$ cat src/mvm_pkg.sv
`timescale 1ns / 1ps
`default_nettype none

package mvm_pkg;

  // item codes on the input channel
  localparam logic [1:0] MODE_LOAD  = 2'd0;
  localparam logic [1:0] MODE_START = 2'd1;
  localparam logic [1:0] MODE_MIX   = 2'd2;

  localparam logic [15:0] MASTER_RESET = 16'h8000;  // unity in Q1.15
  localparam logic [16:0] MAX_FRAMES   = 17'h10000;

  localparam int PROD_W   = 50;
  localparam int SCALED_W = 20;

  typedef struct packed {
    logic [15:0] base;
    logic [16:0] frames;
    logic [16:0] pos;
    logic [15:0] gain;
  } voice_t;

  // product of two q1.15 gains and a sample, shifted down by 30, toward zero
  function automatic logic signed [SCALED_W-1:0] scale_trunc(
    input logic signed [PROD_W-1:0] p
  );
    logic signed [PROD_W-1:0] bias;
    logic signed [PROD_W-1:0] t;
    bias = p[PROD_W-1] ? PROD_W'(50'h3FFF_FFFF) : '0;
    t    = p + bias;
    return $signed(t[PROD_W-1:30]);
  endfunction

endpackage

`default_nettype wire

$ cat src/mvm_mul.sv
`timescale 1ns / 1ps
`default_nettype none

// shared signed x unsigned multiplier with a registered product
module mvm_mul (
  input  wire                                  clk_i,
  input  wire logic signed [16:0]              a_i,
  input  wire logic [31:0]                     b_i,
  output logic signed [mvm_pkg::PROD_W-1:0]    p_o
);

  logic signed [mvm_pkg::PROD_W-1:0] p_q;

  always_ff @(posedge clk_i) begin
    p_q <= a_i * $signed({1'b0, b_i});
  end

  assign p_o = p_q;

endmodule

`default_nettype wire

$ cat config.mk
export PLATFORM = sky130hd
export DESIGN_NAME = mvm_mul
export DESIGN_NICKNAME = d
export VERILOG_FILES = /design/src/mvm_pkg.sv /design/src/mvm_mul.sv
export SDC_FILE = /design/constraint.sdc
export NUM_CORES = 1
export LEC_CHECK = 0
export ABC_AREA = 0
export ABC_CLOCK_PERIOD_IN_PS = 5600
export BUFFER_PORTS_ARGS = -buffer_cell sky130_fd_sc_hd__buf_4
export CAP_MARGIN = 5
export CORE_ASPECT_RATIO = 0.5
export CORE_MARGIN = 8
export CORE_UTILIZATION = 59
export CTS_CLUSTER_SIZE = 12
export DETAILED_ROUTE_END_ITERATION = 6
export GPL_ROUTABILITY_DRIVEN = 0
export GPL_TIMING_DRIVEN = 0
export PLACE_DENSITY = 0.88
export REMOVE_ABC_BUFFERS = 1
export SYNTH_ARGS = -nofsm -noshare
export SYNTH_HDL_FRONTEND = slang
export SYNTH_SLANG_ARGS = --single-unit
$ cat constraint.sdc
create_clock -name clk_i -period 5.6 [get_ports clk_i]
set_input_delay 0.28 -clock clk_i [delete_from_list [all_inputs] [get_ports clk_i]]
set_output_delay 0.28 -clock clk_i [all_outputs]
set_load 0.03 [all_outputs]
# Yosys cells after proc, flatten, opt, wreduce, memory -nomap -nowiden
# Index checks and enable logic that the tools add are counted.
dict set report op_classes {
  n_addsub 0
  mul 1
  div_mod_pow 0
  n_lt_le_gt_ge 0
  n_eq_ne 0
  n_shift 0
  mux 0
  bitwise 0
  reduce_logical 0
}
# op count
set ops {}
lappend ops {{multiplier 17 x 33 -> 50 bit} 1}
dict set report totals {
  regBits 50
  latchBits 0
  mem_bits_rw 0
  mem_bits_ro 0
  in_bits 50
  wordCells 2
  memories 0
}

# Logic depth before layout (Yosys ltp)
dict set report logic_depth {
  ltp_word 1
  depth_mapped 25
}

# Worst setup path after synthesis
# OpenSTA, ideal clock, no wires.
dict set report synth_timing {
  path_kind {input to register}
  startpoint {input port a_i[2]}
  endpoint {register p_q, in the netlist p_o[47]}
  setup_time_ns 0.072
  arrival_time_ns 5.954
  path_slack_ns -0.427
  cell_stages 20
  path_buffers 2
  cell_sequence {clkbuf_1 nand2_1 fa_1 fa_1 fa_1 inv_1 fa_1 fa_1 fa_1 ha_1 buf_6 a21o_1 o21bai_1 a221o_1 a31o_1 a41o_1 o31ai_4 a31oi_1 a221oi_2 xnor2_1}
}
dict set report synth_via {
  elab_chain_len 1
}
# item line_no
set synth_rtl {}
lappend synth_rtl {{start, declared} mvm_mul.sv:7} ;# input wire logic signed [16:0] a_i,
lappend synth_rtl {{multiplier 17 x 33 -> 50 bit} mvm_mul.sv:15} ;# p_q <= a_i * $signed({1'b0, b_i});
lappend synth_rtl {{end signal, assigned} mvm_mul.sv:15}
lappend synth_rtl {{end, declared} mvm_mul.sv:12} ;# logic signed [mvm_pkg::PROD_W-1:0] p_q;
# No other way between the ends.

# Final worst setup path
dict set report layout_timing {
  startpoint {input port a_i[12]}
  endpoint {register p_q, in the netlist p_o[39]}
}
# The elaborated chain is that of the path after synthesis.

==> impl_metrics.py <==
metrics = {
    "drt": {
        "post-route-drc-count": 0,
        "vias_per_cell": 5.826,
        "wirelength_um": 53550,
        "firstDrtPassIters": 7,
        "detail-route-antenna-nets": 0,
        "num_vias": 14990,
        "drt_iter0_drc": 1412,
        "drt-wirelength-per-cell_um": 20.82,
    },
    "floorplan": {
        "core-area_um2": 31480,
        "die_w_um": 268.0,
        "io_pins": 100,
        "die-area_um2": 38050,
        "num_rows": 46,
        "start_util_pct": 59.49,
        "die_y_um": 142.0,
    },
    "logic_synthesis": {
        "syn_avg_cell_area_um2": 8.991,
        "synth_simple_gate_area_share_pct": 16.76,
        "synth_mux_area_share_pct": 0,
        "synth_fa_ha_area_share_pct": 58.55,
        "netlist_area_um2": 18730,
        "synth_compound_area_share_pct": 5.331,
        "synth_flop_cell": "dfxtp_1",
        "synth_xor_area_share_pct": 2.151,
        "yosysWarnings": 0,
        "synthArstFlopShare_pct": 0,
        "syn_inst": 2083,
        "synth_top_family_by_area": "adder cells",
        "synth_edf_count": 0,
        "ys_seq_elements": 50,
        "yosysUniqueCellTypes": 52,
        "ys_seq_area_share_pct": 5.345,
    },
    "sta": {
        "tightest_slew_ns": 0.7359,
        "fmax_ghz": 0.1674,
        "rsz0062_at_grt": "yes",
        "setup_viol": 13,
        "finalSetupTns_ns": -2.991,
        "fin_crit_ns": 5.974,
        "hold_viol": 0,
        "final_max_slew_viol_count": 0,
        "relSlewSlack_pct": 50.42,
        "fin_crit_sh_pct": 106.7,
        "finalWorstSetupSlack_ns": -0.3735,
    },
    "global_routing": {
        "grt_max_degree": 33,
        "use_met1_pct": 27.90,
        "track_usage_pct": 25.08,
        "overflow": 0,
        "grt.busiest_layer": "met2",
        "use_met2_pct": 46.38,
        "grt_use_met3_pct": 4.467,
        "antenna_found_initial": 1,
        "grt_pass1_vias": 16270,
        "grt_pass1_wl_um": 76800,
    },
    "placed_design": {
        "pre_cts_ws_ns": -1.443,
        "postPlaceCellArea_um2": 19640,
        "dp_hpwl_um": 35150,
        "portBuffers": 99,
    },
    "setup_path": {
        "cp_data_arrival_time_ns": 6.16,
        "crit_fanout": 32,
        "path_cells": "buf_12 -> nand2_1 -> fa_1 -> inv_1 -> fa_1 -> fa_1 -> fa_1 -> fa_2 -> fa_1 -> ha_2 -> a21o_1 -> o21bai_4 -> a221o_1 -> a31o_1 -> a41o_4 -> o31ai_4 -> a31oi_4 -> buf_4 -> buf_6 -> xor2_1",
        "crit_top_cell": "fa_1",
        "critPathLaunchType": "input port",
        "crit_family": "adder cells",
        "end_kind": "register",
        "max_stage_delay_ns": 0.63,
        "path_class": "input port to register",
        "slowest_stage": "fa_1",
        "critical_path_buf_inv_count": 4,
        "required_ns": 5.79,
    },
    "clock_tree": {
        "clkSinkCount": 50,
        "ctsLongestPathBuffers": 2,
        "cts_max_level": 2,
        "postCtsHoldBufs": 0,
        "cts_buffers": 5,
        "cts_tree": "yes",
        "cts.clk_slew.worst_paths_ns": 0.07,
        "cts-root-buf": "clkbuf_16",
    },
    "min_path": {
        "hp-class": "input port to register",
    },
    "finish": {
        "diodes": 0,
        "largest_reg_flops": 50,
        "fin_nets": 2796,
        "area_growth_pct": 15.00,
        "drive_above_1_share_pct": 12.57,
        "final_cell_area_um2": 21540,
    },
    "run": {
        "maxCapViolCount": 0,
    },
    "outcome": {
        "status": "finished with violations",
        "failed_checks": "negative setup slack",
    },
}
[cells in the mapped netlist (2+ instances only)]
| master | n | share of area (%) |
|---|---|---|
| nand3_1 | 9 | 0.24 |
| a31o_2 | 2 | 0.094 |
| o211a_1 | 2 | 0.11 |
| dfxtp_1 | 50 | 5.3 |
| nand2_1 | 299 | 6.0 |
| o21ai_0 | 19 | 0.51 |
| a211o_1 | 2 | 0.094 |
| a31oi_1 | 5 | 0.17 |
| a2111oi_0 | 2 | 0.094 |
| nand2b_1 | 15 | 0.50 |
| fa_1 | 449 | 48 |
| and2_1 | 249 | 8.3 |
| a21o_1 | 22 | 0.88 |
| a21oi_1 | 53 | 1.4 |
| nand4_1 | 7 | 0.23 |
| a21boi_0 | 2 | 0.080 |
| clkbuf_1 | 96 | 1.9 |
| and3_1 | 8 | 0.27 |
| o31ai_1 | 5 | 0.20 |
| xnor2_1 | 29 | 1.4 |
| a211oi_1 | 4 | 0.16 |
| o21a_1 | 3 | 0.12 |
| o21bai_1 | 12 | 0.48 |
| nor3_1 | 3 | 0.080 |
| a41o_1 | 2 | 0.11 |
| ha_1 | 158 | 11 |
| xor2_1 | 17 | 0.80 |
| nor2_1 | 43 | 0.86 |
| inv_1 | 492 | 9.9 |
| a22o_1 | 2 | 0.094 |
[worst paths after layout]
check / from / endpoint / slack [ns] / cells past startpoint
setup / recovery: a_i[12] / p_o[39]$_DFF_P_ / -0.37 / 20
hold / removal: b_i[0] / p_o[0]$_DFF_P_ / 0.40 / 2
[routing by layer]
layer,wire length [µm],part of all wire (%)
met5,0,0
met4,3215,6.0
met3,5309,9.9
met2,27090,51
met1,17930,33
[logic make-up after synthesis]
| family | after synthesis |
|---|---|
| simple gates | 640 |
| fa+ha+maj | 607 |
| buf+inv | 590 |
| compound gates | 150 |
| flops | 50 |
| xor+xnor | 46 |
[what timing repair did]
item,CTS,global route
endpoints found under the setup margin,25,17
buffers inserted,15,21
resized for setup,133,122
endpoints found under the hold margin,0,0
gates cloned,2,10
pin swaps,37,40
[layout make-up]
cell class,instances,area (µm²)
Inverter,492,1851
Clock inverter,3,43.79
Timing Repair Buffer,146,1772
Sequential cell,50,1001
Fill cell,2144,9946
Multi-Input combinational cell,1443,16200
Tap cell,432,540.5
Clock buffer,5,125.1
Timing Repair inverter,1,7.507
[cells in the final DEF (no fill, tap or decap), types with 6 or more instances in the layout]
master     netlist  routed
a21o_1          22      22
a21oi_1         53      39
a21oi_2          0       9
and2_1         249     234
and2_4           0      15
and3_1           8       7
buf_12           0       7
buf_16           0      13
buf_4            0      88
buf_6            1      20
buf_8            0       7
clkbuf_16        0      15
dfxtp_1         50      50
fa_1           449     441
fa_2             0       8
ha_1           158     137
ha_4             0      16
inv_1          492     484
inv_2            0       7
nand2_1        299     293
nand2b_1        15      15
nand3_1          9       8
nand4_1          7       7
nor2_1          43      38
o21ai_0         19       9
o21ai_1          1       6
o21bai_1        12      11
xnor2_1         29      28
xor2_1          17      17
[per-stage QoR]
step / std cells / util [%] / hold WS (ns)
finish: 2572 / 68.41 / 0.4015
global route: 2572 / 68.41 / 0.4123
CTS: 2541 / 65.28 / 0.3828
detailed placement: 2516 / 62.37 / 0.6960
global placement: 2516 / 62.37 / 0.6957
floorplan: 1985 / - / 0.4017
Power is left out: the tool's default activity adds up to more than one toggle a clock period on the data nets, which glitch-free logic cannot reach.
