`config.mk`:
```
export PLATFORM = sky130hd
export DESIGN_NAME = mvm_vtab
export DESIGN_NICKNAME = d
export VERILOG_FILES = /design/src/mvm_pkg.sv /design/src/mvm_vtab.sv
export SDC_FILE = /design/constraint.sdc
export NUM_CORES = 1
export LEC_CHECK = 0
export ABC_AREA = 1
export BUFFER_PORTS_ARGS = -buffer_cell sky130_fd_sc_hd__buf_2
export CAP_MARGIN = 20
export CORE_ASPECT_RATIO = 0.75
export CORE_UTILIZATION = 35
export CTS_CLUSTER_DIAMETER = 120
export DETAILED_ROUTE_END_ITERATION = 16
export MAX_ROUTING_LAYER = met4
export PLACE_DENSITY = 0.59
export SLEW_MARGIN = 10
export SYNTH_ARGS = -nofsm -noshare
export SYNTH_HDL_FRONTEND = slang
export SYNTH_SLANG_ARGS = --single-unit
```
`constraint.sdc`:
```
create_clock -name clk_i -period 3.32 [get_ports clk_i]
set_input_delay 0.166 -clock clk_i [delete_from_list [all_inputs] [get_ports clk_i]]
set_output_delay 0.166 -clock clk_i [all_outputs]
set_load 0.05 [all_outputs]
```
`src/mvm_pkg.sv`:
```
`timescale 1ns / 1ps
`default_nettype none

package mvm_pkg;

  // item codes on the input channel
  localparam logic [1:0] MODE_LOAD  = 2'd0;
  localparam logic [1:0] MODE_START = 2'd1;
  localparam logic [1:0] MODE_MIX   = 2'd2;

  localparam logic [15:0] MASTER_RESET = 16'h8000;  // unity in Q1.15
  localparam logic [16:0] MAX_FRAMES   = 17'h10000;

  localparam int PROD_W   = 50;
  localparam int SCALED_W = 20;

  typedef struct packed {
    logic [15:0] base;
    logic [16:0] frames;
    logic [16:0] pos;
    logic [15:0] gain;
  } voice_t;

  // product of two q1.15 gains and a sample, shifted down by 30, toward zero
  function automatic logic signed [SCALED_W-1:0] scale_trunc(
    input logic signed [PROD_W-1:0] p
  );
    logic signed [PROD_W-1:0] bias;
    logic signed [PROD_W-1:0] t;
    bias = p[PROD_W-1] ? PROD_W'(50'h3FFF_FFFF) : '0;
    t    = p + bias;
    return $signed(t[PROD_W-1:30]);
  endfunction

endpackage

`default_nettype wire

```
`src/mvm_vtab.sv`:
```
`timescale 1ns / 1ps
`default_nettype none

// voice slot table: base, length, head and gain of each slot
module mvm_vtab #(
  parameter int SLOTS = 8,
  localparam int SW   = (SLOTS > 1) ? $clog2(SLOTS) : 1
) (
  input  wire                    clk_i,
  input  wire                    we_i,
  input  wire [SW-1:0]           waddr_i,
  input  wire mvm_pkg::voice_t   wdata_i,
  input  wire [SW-1:0]           raddr_i,
  output mvm_pkg::voice_t        rdata_o
);

  mvm_pkg::voice_t tab_q [SLOTS];
  mvm_pkg::voice_t rdata_q;

  always_ff @(posedge clk_i) begin
    if (we_i) begin
      tab_q[waddr_i] <= wdata_i;
    end
    rdata_q <= tab_q[raddr_i];
  end

  assign rdata_o = rdata_q;

endmodule

`default_nettype wire

```
### After elaboration in Yosys (flattened, before gate mapping)

Memories as Yosys holds them, arrays and structs flattened. A register that Yosys moved wholly into a read port is not among the register bits.
Cells that the tools add are included.

| word-level totals | value |
|---|---|
| flip-flop bits (word level) | 0 |
| latch bits | 0 |
| memory bits (writable) | 528 |
| ROM bits | 0 |
| input port bits | 74 |
| output and inout port bits | 66 |
| logic and storage cells | 3 |
| memories | 1 |

Memories:

| name | words | width | read ports | clocked after Yosys merged registers in | wr ports | RTL line | source |
|---|---|---|---|---|---|---|---|
| tab_q | 8 | 66 | 1 | 1 | 1 | mvm_vtab.sv:17 | `mvm_pkg::voice_t tab_q [SLOTS];` |

| operators by class | value |
|---|---|
| $add $sub $neg | 0 |
| $mul | 0 |
| divide/modulo/power cells | 0 |
| order comparisons | 0 |
| eq/ne operators | 0 |
| shift operators | 0 |
| mux-type cells | 2 |
| bitwise logic cells | 0 |
| reductions and logical operators | 0 |

Operators with widths:

| operator | number |
|---|---|
| two-way mux 1 bit | 2 |

### Logic depth before layout (Yosys ltp)

Gate-level depths: netlist of the first run.

| logic depth | value |
|---|---|
| depth in word-level cells | 2 |
| depth in mapped cells | 8 |
| gate-level depth less buffers | 6 |

### Worst setup path before layout of the first run

OpenSTA, ideal clock, no wires.

| timing path | value |
|---|---|
| path type | input-to-reg |
| start | in waddr_i[0] |
| end | mem tab_q[0][0] (netlist bit) (enable) |
| library setup time | 0.491 ns |
| arrival | 3.066 ns |
| required time | 2.829 ns |
| setup slack | -0.237 ns |
| cell stages on the path | 3 |
| buffers on the path | 0 |
| path through | inv_1 -> nand2_1 -> nor2_1 |

RTL lines:

| what | RTL line | source |
|---|---|---|
| start, declared | mvm_vtab.sv:11 | `input wire [SW-1:0] waddr_i,` |
| end, declared | mvm_vtab.sv:17 |  |

No word-level cell before the write port.

### Final worst setup path of the first run

| timing path | value |
|---|---|
| start | reg, netlist name rdata_o[18] |
| end | out rdata_o[18] (netlist bit) |

RTL lines:

| what | RTL line | source |
|---|---|---|
| end, declared | mvm_vtab.sv:14 | `output mvm_pkg::voice_t rdata_o` |

No word-level cell between the ends.

==> results of run 1 <==
## cells in the final DEF, fill, tap and decap left out, drive strengths merged
cell type	synthesis	layout
inv	534	535
dlygate4sd3	0	67
edfxtp	528	528
diode	0	7
bufinv	0	5
nor2	8	8
clkinv	0	20
nand2	864	864
buf	93	156
clkbuf	8	83
dfxtp	66	66
nand3	264	264
## cell type report
type / instances / share of cell area (%)
antenna: 7 / 0.0614
clock buffer: 82 / 5.72
inverter: 534 / 7.06
tap: 892 / 3.91
timing repair buffer: 224 / 5.88
clock inverter: 26 / 0.912
sequential: 594 / 60.2
multi-input combinational: 1136 / 16.3
## sequential cells by signal, summed over array words and instances (netlist names)
name	cells
rdata_o	66
tab_q	528
## logic make-up after synthesis
| kind of cell | synth area share [%] |
|---|---|
| simple gates | 18.9 |
| buf+inv | 10.3 |
| flops | 70.8 |
## final timing paths
| kind | startpoint | end | slack, ps | cells past startpoint |
|---|---|---|---|---|
| worst max-delay path | rdata_o[18]$_DFF_P_ | rdata_o[18] | 1750 | 1 |
| worst min-delay path | waddr_i[2] | tab_q[5][36]$_DFFE_PP_ | 80 | 3 |
| worst max register to register | tab_q[7][56]$_DFFE_PP_ | rdata_o[56]$_DFF_P_ | 2410 | 6 |
| worst min register to register | tab_q[1][10]$_DFFE_PP_ | rdata_o[10]$_DFF_P_ | 620 | 6 |
## layer usage
metal  vias up  share of wire (%)  global-route usage [%]
met5         -                  0                       -
met4         0                1.8                    4.02
met3        92                4.9                    2.88
met2       311                 48                    27.3
met1      7412                 45                    21.1
li1       7720                  -                       -
## power by group through the flow
stage	logic (mW)	clock network (mW)	registers [mW]
2_1_floorplan	0.577	0	8.97
3_3_place_gp	1.28	0	8.69
3_5_place_dp	1.30	0	8.70
4_1_cts	1.38	6.74	8.54
5_1_grt	1.50	7.04	8.56
6_report	1.36	6.58	8.53
## what timing repair did
item	CTS	global route
resized for setup	0	0
hold endpoints to repair	541	0
hold buffers	67	0
## metrics by stage
step,setup TNS (ps),total power [mW]
floorplan,-77600,9.55
global placement,0,9.97
detailed placement,0,10.0
CTS,0,16.7
global route,0,17.1
finish,0,16.5
==> flow_summary.ini, run 1 <==
[status]
status = finished, final reports clean

[clock_network]
clock_latency_ps = 610
numCtsBuffers = 57
cts_root_buf = clkbuf_16
cts_max_path_buffers = 3
cts_tree = done
ctsHtreeMaxLevel = 2
clk_pin_slew_worst_paths_ps = 60
clock_sinks = 594
post_cts_buffers = 0

[global_routing]
grt_overflow = 0
antenna_found_initial = 5
grt_max_degree = 221
grt_pass1_wl_mm = 87.1
gr-usage-all-layers_pct = 16.5
grt_pass1_vias = 15300

[logic_synthesis]
yosysSeqAreaShare_pct = 70.8
syn_avg_cell_area_um2 = 10.3
ys_top_cells_by_area = edfxtp_1 65%, nand2_1 13%, inv_1 8.2%, dfxtp_1 5.4%, nand3_1 5.4%
synth-main-ff-cell = edfxtp_1
yosysTopAreaCell = edfxtp_1
syn_inst = 2365
yosys_warnings = 0
async_flop_share_pct = 0
netlist_area_mm2 = 0.0243
synth_edf_count = 528
synth_most_common_cell = nand2_1
synthDistinctLibCells = 11
synth_common_cells = 864 x nand2_1, 532 x inv_1, 528 x edfxtp_1
syn-num-nets = 2439
ys_ff_latch = 594
synth_top_area_share_pct = 65.3

[finish]
nFillCells = 6447
final_nets = 2621
final_layout_size_suffix_gt1_share_pct = 9.75
fin_util_pct = 41.7
fin_cells = 3495
final_area_mm2 = 0.0286
register_area_mm2 = 0.0172
multiInputGateArea_mm2 = 0.00465
syn_to_final_growth_pct = 17.7

[power]
power_frac_seq_pct = 51.8
p_leak_nw = 13.0
p_int_mw = 12.6
p_comb_share_pct = 8.2
vdd_drop_max_mv = 0.378
p_clk_share_pct = 40.0
swShare_pct = 23.5
p_per_area_mw_per_mm2 = 577
p_switching_mw = 3.86

[run]
cap_viol_max_count = 0

[timing]
fin_skew_ps = 13.6
setup_viol = 0
fmax_ghz = 0.639
tightest_slew_ps = 1170
drv_slew = 0
fin_crit_ps = 1570
hold_slack_ps = 82.6
rsz0062_at_grt = no
slew_headroom_pct = 22.0
hold_viol_final = 0
post-route-period-util_pct = 47.2
setup_ws_ps = 1750

[setup_path]
cp_cell_sequence = buf_2
critPathKind = flip-flop to primary output
worstSetupEndpointType = primary output
worstPathMaxFanout = 1
crit_family = flip-flops
max_stage_delay_ps = 460
worstSetupStartpointType = flip-flop
required_ps = 3150
slowest_stage = dfxtp_1
crit_arrival_ps = 1400
path_buf_inv = 1

[die]
dieWidth_um = 306
start_util_pct = 35.4
die_h_um = 230
num_rows = 83
top_level_ports = 140
die_area_mm2 = 0.0704
core_mm2 = 0.0685

[placement]
dpl.cell_count = 3313
port_buffers = 139
gp_congestion = 0.730
pre_cts_slack_ps = 1330
place_area_mm2 = 0.0260
hpwl_mm = 27.2

[routing]
dr.first_iter.drc_count = 1032
drt_first_pass_iters = 5
wl_per_cell_um = 15.9
vias_per_cell = 4.44
wl_mm = 55.7
dr_total_vias = 15500
postRouteAntennaNets = 0
drc = 0

[hold_path]
min_path_type = input port to flip-flop
Power figures use the tool's default switching activity.
==> run 2, diff against run 1 <==
--- a/config.mk
+++ b/config.mk
@@ -5,7 +5,7 @@
 export SDC_FILE = /design/constraint.sdc
 export NUM_CORES = 1
 export LEC_CHECK = 0
-export ABC_AREA = 1
+export ABC_AREA = 0
 export BUFFER_PORTS_ARGS = -buffer_cell sky130_fd_sc_hd__buf_2
 export CAP_MARGIN = 20
 export CORE_ASPECT_RATIO = 0.75
==> constraint.sdc (replaced) <==
create_clock -name clk_i -period 1.3 [get_ports clk_i]
set_input_delay 0.065 -clock clk_i [delete_from_list [all_inputs] [get_ports clk_i]]
set_output_delay 0.065 -clock clk_i [all_outputs]
set_load 0.05 [all_outputs]
==> run 2 against run 1 <==
Compared with the run above:
- non-clock buffer count grew 66
- synthesized cell count down 64%
- sequential cell count unchanged
- via count is 39% lower
- first-iteration DRC count decreased by 43%
- area after synthesis decreased by 13%
- final area is 5.9% lower
- sequential share of layout area rose by 3.8 points
- worst setup slack worse by 1700 ps
- final cell count shrank 43%
- die area shrank 13%
- largest cell class unchanged
==> flow_summary.ini, run 2 <==
[status]
status = finished, final reports clean

[global_routing]
gr-usage-all-layers_pct = 14.6
grt_pass1_wl_mm = 65.1
antenna_found_initial = 3
grt_max_degree = 36
grt_pass1_vias = 10100
grt_overflow = 0

[setup_path]
slowest_stage = mux4_2
worstSetupEndpointType = flip-flop
cp_cell_sequence = mux4_2 -> mux2_2
worstPathMaxFanout = 1
timing.reg2reg.setup_slack_ps = 20
worstSetupStartpointType = flip-flop
max_stage_delay_ps = 480
required_ps = 1790
crit_arrival_ps = 1770
critPathKind = flip-flop to flip-flop

[finish]
final_nets = 1227
nFillCells = 5011
final_layout_size_suffix_gt1_share_pct = 44.2
multiInputGateArea_mm2 = 0.00390
mostFrequentLayoutCells = 528 x edfxtp_1, 132 x mux4_2, 82 x buf_2
layout_commonest_cell = edfxtp_1
largest_register = tab_q
register_area_mm2 = 0.0172
syn_to_final_growth_pct = 26.8
largest_reg_flops = 528

[clock_network]
ctsHtreeMaxLevel = 2
clock_sinks = 594
numCtsBuffers = 56
cts_root_buf = clkbuf_16
clk_pin_slew_worst_paths_ps = 60
cts_max_path_buffers = 3
cts_tree = done
clock_latency_ps = 620

[logic_synthesis]
synth_common_cells = 528 x edfxtp_1, 132 x mux4_2, 66 x dfxtp_1, 66 x mux2_2, 14 x clkbuf_1
yosys_warnings = 0
syn-num-nets = 916
synthDistinctLibCells = 12
syn_inst = 842
async_flop_share_pct = 0
synth_most_common_cell = edfxtp_1
yosysSeqAreaShare_pct = 81.1
synth_edf_count = 528
ys_top_cells_by_area = edfxtp_1 75%, mux4_2 14%, dfxtp_1 6.2%, mux2_2 3.5%, buf_6 0.48%
ys_ff_latch = 594
yosysTopAreaCell = edfxtp_1
netlist_area_mm2 = 0.0212
synth-main-ff-cell = edfxtp_1
synth_top_area_share_pct = 74.9
syn_avg_cell_area_um2 = 25.1

[timing]
tightest_slew_ps = 282
rsz0062_at_grt = no
fin_skew_ps = 18.1
fin_crit_ps = 1280
slew_headroom_pct = 81.2
fin_setup_tns_ps = 0
drv_slew = 0
post-route-period-util_pct = 98.3
setup_viol = 0
hold_viol_final = 0
fmax_ghz = 0.783

[die]
dieWidth_um = 286
die_h_um = 215
die_area_mm2 = 0.0615
core_mm2 = 0.0593
start_util_pct = 35.7
top_level_ports = 140
num_rows = 77

[power]
vdd_drop_max_mv = 1.05
p_leak_nw = 8.96
power_mw = 42.9
p_per_area_mw_per_mm2 = 1600

[routing]
dr.first_iter.drc_count = 586
postRouteAntennaNets = 0
vias_per_cell = 4.72
drc = 0
drt_first_pass_iters = 4
wl_per_cell_um = 21.4
dr_total_vias = 9409
wl_mm = 42.7

[placement]
port_buffers = 139
gp_congestion = 0.692
hpwl_mm = 25.7

[run]
cap_viol_max_count = 0

[hold_path]
min_path_type = input port to flip-flop
## run 2: changes by cell type after synthesis, sizes merged
| cell | change |
|---|---|
| nand2 | -862 |
| nand2b | +3 |
| nor2 | -2 |
| nor3 | +2 |
| mux4 | +132 |
| buf | -70 |
| inv | -534 |
| nand3 | -264 |
| clkbuf | +6 |
| mux2 | +66 |
## run 2: path summary, 6_finish.rpt
path / start / endpoint / cells past startpoint
setup / recovery: tab_q[5][16]$_DFFE_PP_ / rdata_o[16]$_DFF_P_ / 2
setup reg to reg: tab_q[5][16]$_DFFE_PP_ / rdata_o[16]$_DFF_P_ / 2
hold reg to reg: tab_q[7][0]$_DFFE_PP_ / rdata_o[0]$_DFF_P_ / 2
hold / removal: raddr_i[2] / rdata_o[13]$_DFF_P_ / 4
## run 2: layout make-up
class | instances | share of cell area, %
antenna | 3 | 0.0280
clock buffer | 73 | 5.68
sequential | 594 | 64.0
timing repair buffer | 290 | 10.1
tap | 790 | 3.68
multi-input combinational | 211 | 14.5
clock inverter | 32 | 1.97
## run 2: per-layer routing
metal	wire, um	global-route usage, %
met3	1720	2.61
met1	19600	20.1
met4	756	3.64
met2	20700	22.5
met5	0	-
## run 2: kinds of logic after synthesis
kind of cell           Yosys count  synth area share, %
AND/OR/NAND/NOR                 13                0.278
flip-flops                     594                 81.1
buffers and inverters           37                 1.05
multiplexers                   198                 17.6
## run 2: where the power goes
part           switching [mW]  internal [mW]  total (mW)
sequential              0.236           21.6        21.8
clock                    7.09           10.7        17.8
combinational            1.88           1.45        3.33
## run 2: worst max-delay path, delay by kind of cell (launching register included)
family	cells	cell delay, ps
flip-flops	1	360
multiplexers	2	800
## run 2: repair_timing
action,4_1_cts,5_1_grt
buffers inserted,0,0
endpoints found under the setup margin,44,12
hold buffers,67,0
gates resized for setup,65,12
hold endpoints to repair,535,0
## run 2: stage by stage
stage	hold slack (ps)	setup slack, ps	instances	area [um^2]	utilization, %
floorplan	164	-996	842	21400	-
global placement	330	-211	1818	23900	40.3
CTS	48.1	0.148	1990	26800	45.2
finish	80.0	22.6	1993	26900	45.2
detailed placement	333	-224	1818	23900	40.3
global route	58.2	0.966	1993	26900	45.2
==> run 3, diff against run 2 <==
==> constraint.sdc (replaced) <==
create_clock -name clk_i -period 1.3 [get_ports clk_i]
set_input_delay 0.13 -clock clk_i [delete_from_list [all_inputs] [get_ports clk_i]]
set_output_delay 0.13 -clock clk_i [all_outputs]
set_load 0.05 [all_outputs]
==> run 3 against run 2 <==
Compared with the run above:
- fmax up 0.33%
- combinational power up 5%
- count of clock-buffer cells in the layout down 2
- wire length up 1.1%
- via count up 0.34%
- global-route usage up 0.12 points
- critical path depth unchanged
- critical path type unchanged
- critical endpoint unchanged
- final area up 1.0%
==> flow_summary.ini, run 3 (synthesis results as in run 2) <==
[routing]
drc = 0
postRouteAntennaNets = 0
wl_per_cell_um = 21.5
dr.first_iter.drc_count = 672
wl_mm = 43.2
dr_total_vias = 9441
drt_first_pass_iters = 4
vias_per_cell = 4.70

[timing]
setup_ws_ps = 26.7
rsz0062_at_grt = yes
fin_skew_ps = 21.6
fmax_ghz = 0.785
setup_viol = 0
hold_viol_final = 0
fin_crit_ps = 1270
post-route-period-util_pct = 97.9
drv_slew = 0
slew_headroom_pct = 77.9
tightest_slew_ps = 331

[finish]
largest_reg_flops = 528
nFillCells = 5019
layout_commonest_cell = edfxtp_1
final_layout_size_suffix_gt1_share_pct = 46.2
largest_register = tab_q
final_nets = 1238
syn_to_final_growth_pct = 28.1
mostFrequentLayoutCells = 528 x edfxtp_1, 132 x mux4_2, 75 x buf_4
final_area_mm2 = 0.0271
fin_cells = 2007

[setup_path]
required_ps = 1780
worstPathMaxFanout = 1
worstSetupEndpointType = flip-flop
worstSetupStartpointType = flip-flop
critPathKind = flip-flop to flip-flop
crit_arrival_ps = 1750

[power]
p_per_area_mw_per_mm2 = 1560
vdd_drop_max_mv = 1.09
power_mw = 42.4
p_clk_share_pct = 40.3
p_switching_mw = 9.13
p_leak_nw = 9.10
p_comb_share_pct = 8.2
swShare_pct = 21.5
power_frac_seq_pct = 51.5
p_int_mw = 33.3

[clock_network]
clock_sinks = 594
clock_latency_ps = 610
numCtsBuffers = 56
cts_tree = done
cts_max_path_buffers = 3
clk_pin_slew_worst_paths_ps = 60
ctsHtreeMaxLevel = 2
post_cts_buffers = 0
cts_root_buf = clkbuf_16

[status]
status = finished, final reports clean

[global_routing]
antenna_found_initial = 4
gr-usage-all-layers_pct = 14.7
grt_max_degree = 47
grt_pass1_vias = 10200
grt_overflow = 0
grt_pass1_wl_mm = 65.3

[die]
top_level_ports = 140
num_rows = 77
start_util_pct = 35.7
core_mm2 = 0.0593
die_h_um = 215
die_area_mm2 = 0.0615
dieWidth_um = 286

[placement]
port_buffers = 139
place_area_mm2 = 0.0241
pre_cts_slack_ps = -270
dpl.cell_count = 1829
hpwl_mm = 26.3
gp_congestion = 0.688

[hold_path]
min_path_type = input port to flip-flop

[run]
cap_viol_max_count = 0
run 3: area by class of cell:
cell class                 instances  area (um^2)  share of cell area, %
tap                              790          988                   3.64
sequential                       594        17200                   63.5
clock inverter                    35          423                   1.56
clock buffer                      71         1530                   5.63
timing repair buffer             301         3050                   11.2
multi-input combinational        211         3910                   14.4
antenna                            5         12.5                 0.0461
run 3: path summary, 6_finish.rpt:
kind / endpoint / start / slack, ps / cells past startpoint
hold / removal: rdata_o[11]$_DFF_P_ / raddr_i[2] / 170 / 4
hold reg to reg: rdata_o[26]$_DFF_P_ / tab_q[4][26]$_DFFE_PP_ / 670 / 2
setup / recovery: rdata_o[16]$_DFF_P_ / tab_q[7][16]$_DFFE_PP_ / 30 / 2
setup reg to reg: rdata_o[16]$_DFF_P_ / tab_q[7][16]$_DFFE_PP_ / 30 / 2
run 3: per-stage QoR:
stage	hold WS [ps]	utilization, %	setup TNS, ps
after CTS	123	45.6	-20.8
after detailed placement	403	40.6	-23110
after floorplan	229	-	-286530
after global routing	155	45.7	-15.4
after global placement	395	40.6	-22380
final	166	45.7	0
run 3: critical path, cell delays in order, from the launching register on:
cell,delay (ps)
edfxtp_1,370
mux4_2,470
mux2_2,310
run 3: power groups by stage:
stage	clock network, mW	logic [mW]	registers [mW]
floorplan	0	1.20	22.9
CTS	17.6	3.54	21.8
global route	18.3	3.69	21.9
global placement	0	3.10	22.2
finish	17.1	3.48	21.8
detailed placement	0	3.13	22.2
run 3: repair_timing:
item	4_1_cts	5_1_grt
hold buffers	67	0
resized for setup	137	12
endpoints found under the hold margin	529	0
endpoints found under the setup margin	66	14
run 3: per-layer routing:
layer	vias up	GRT usage, %	routed length, um
met1	4965	20.3	19900
met4	0	3.62	716
met3	64	2.65	1720
li1	4220	-	-
met5	-	-	0
met2	192	22.7	20900
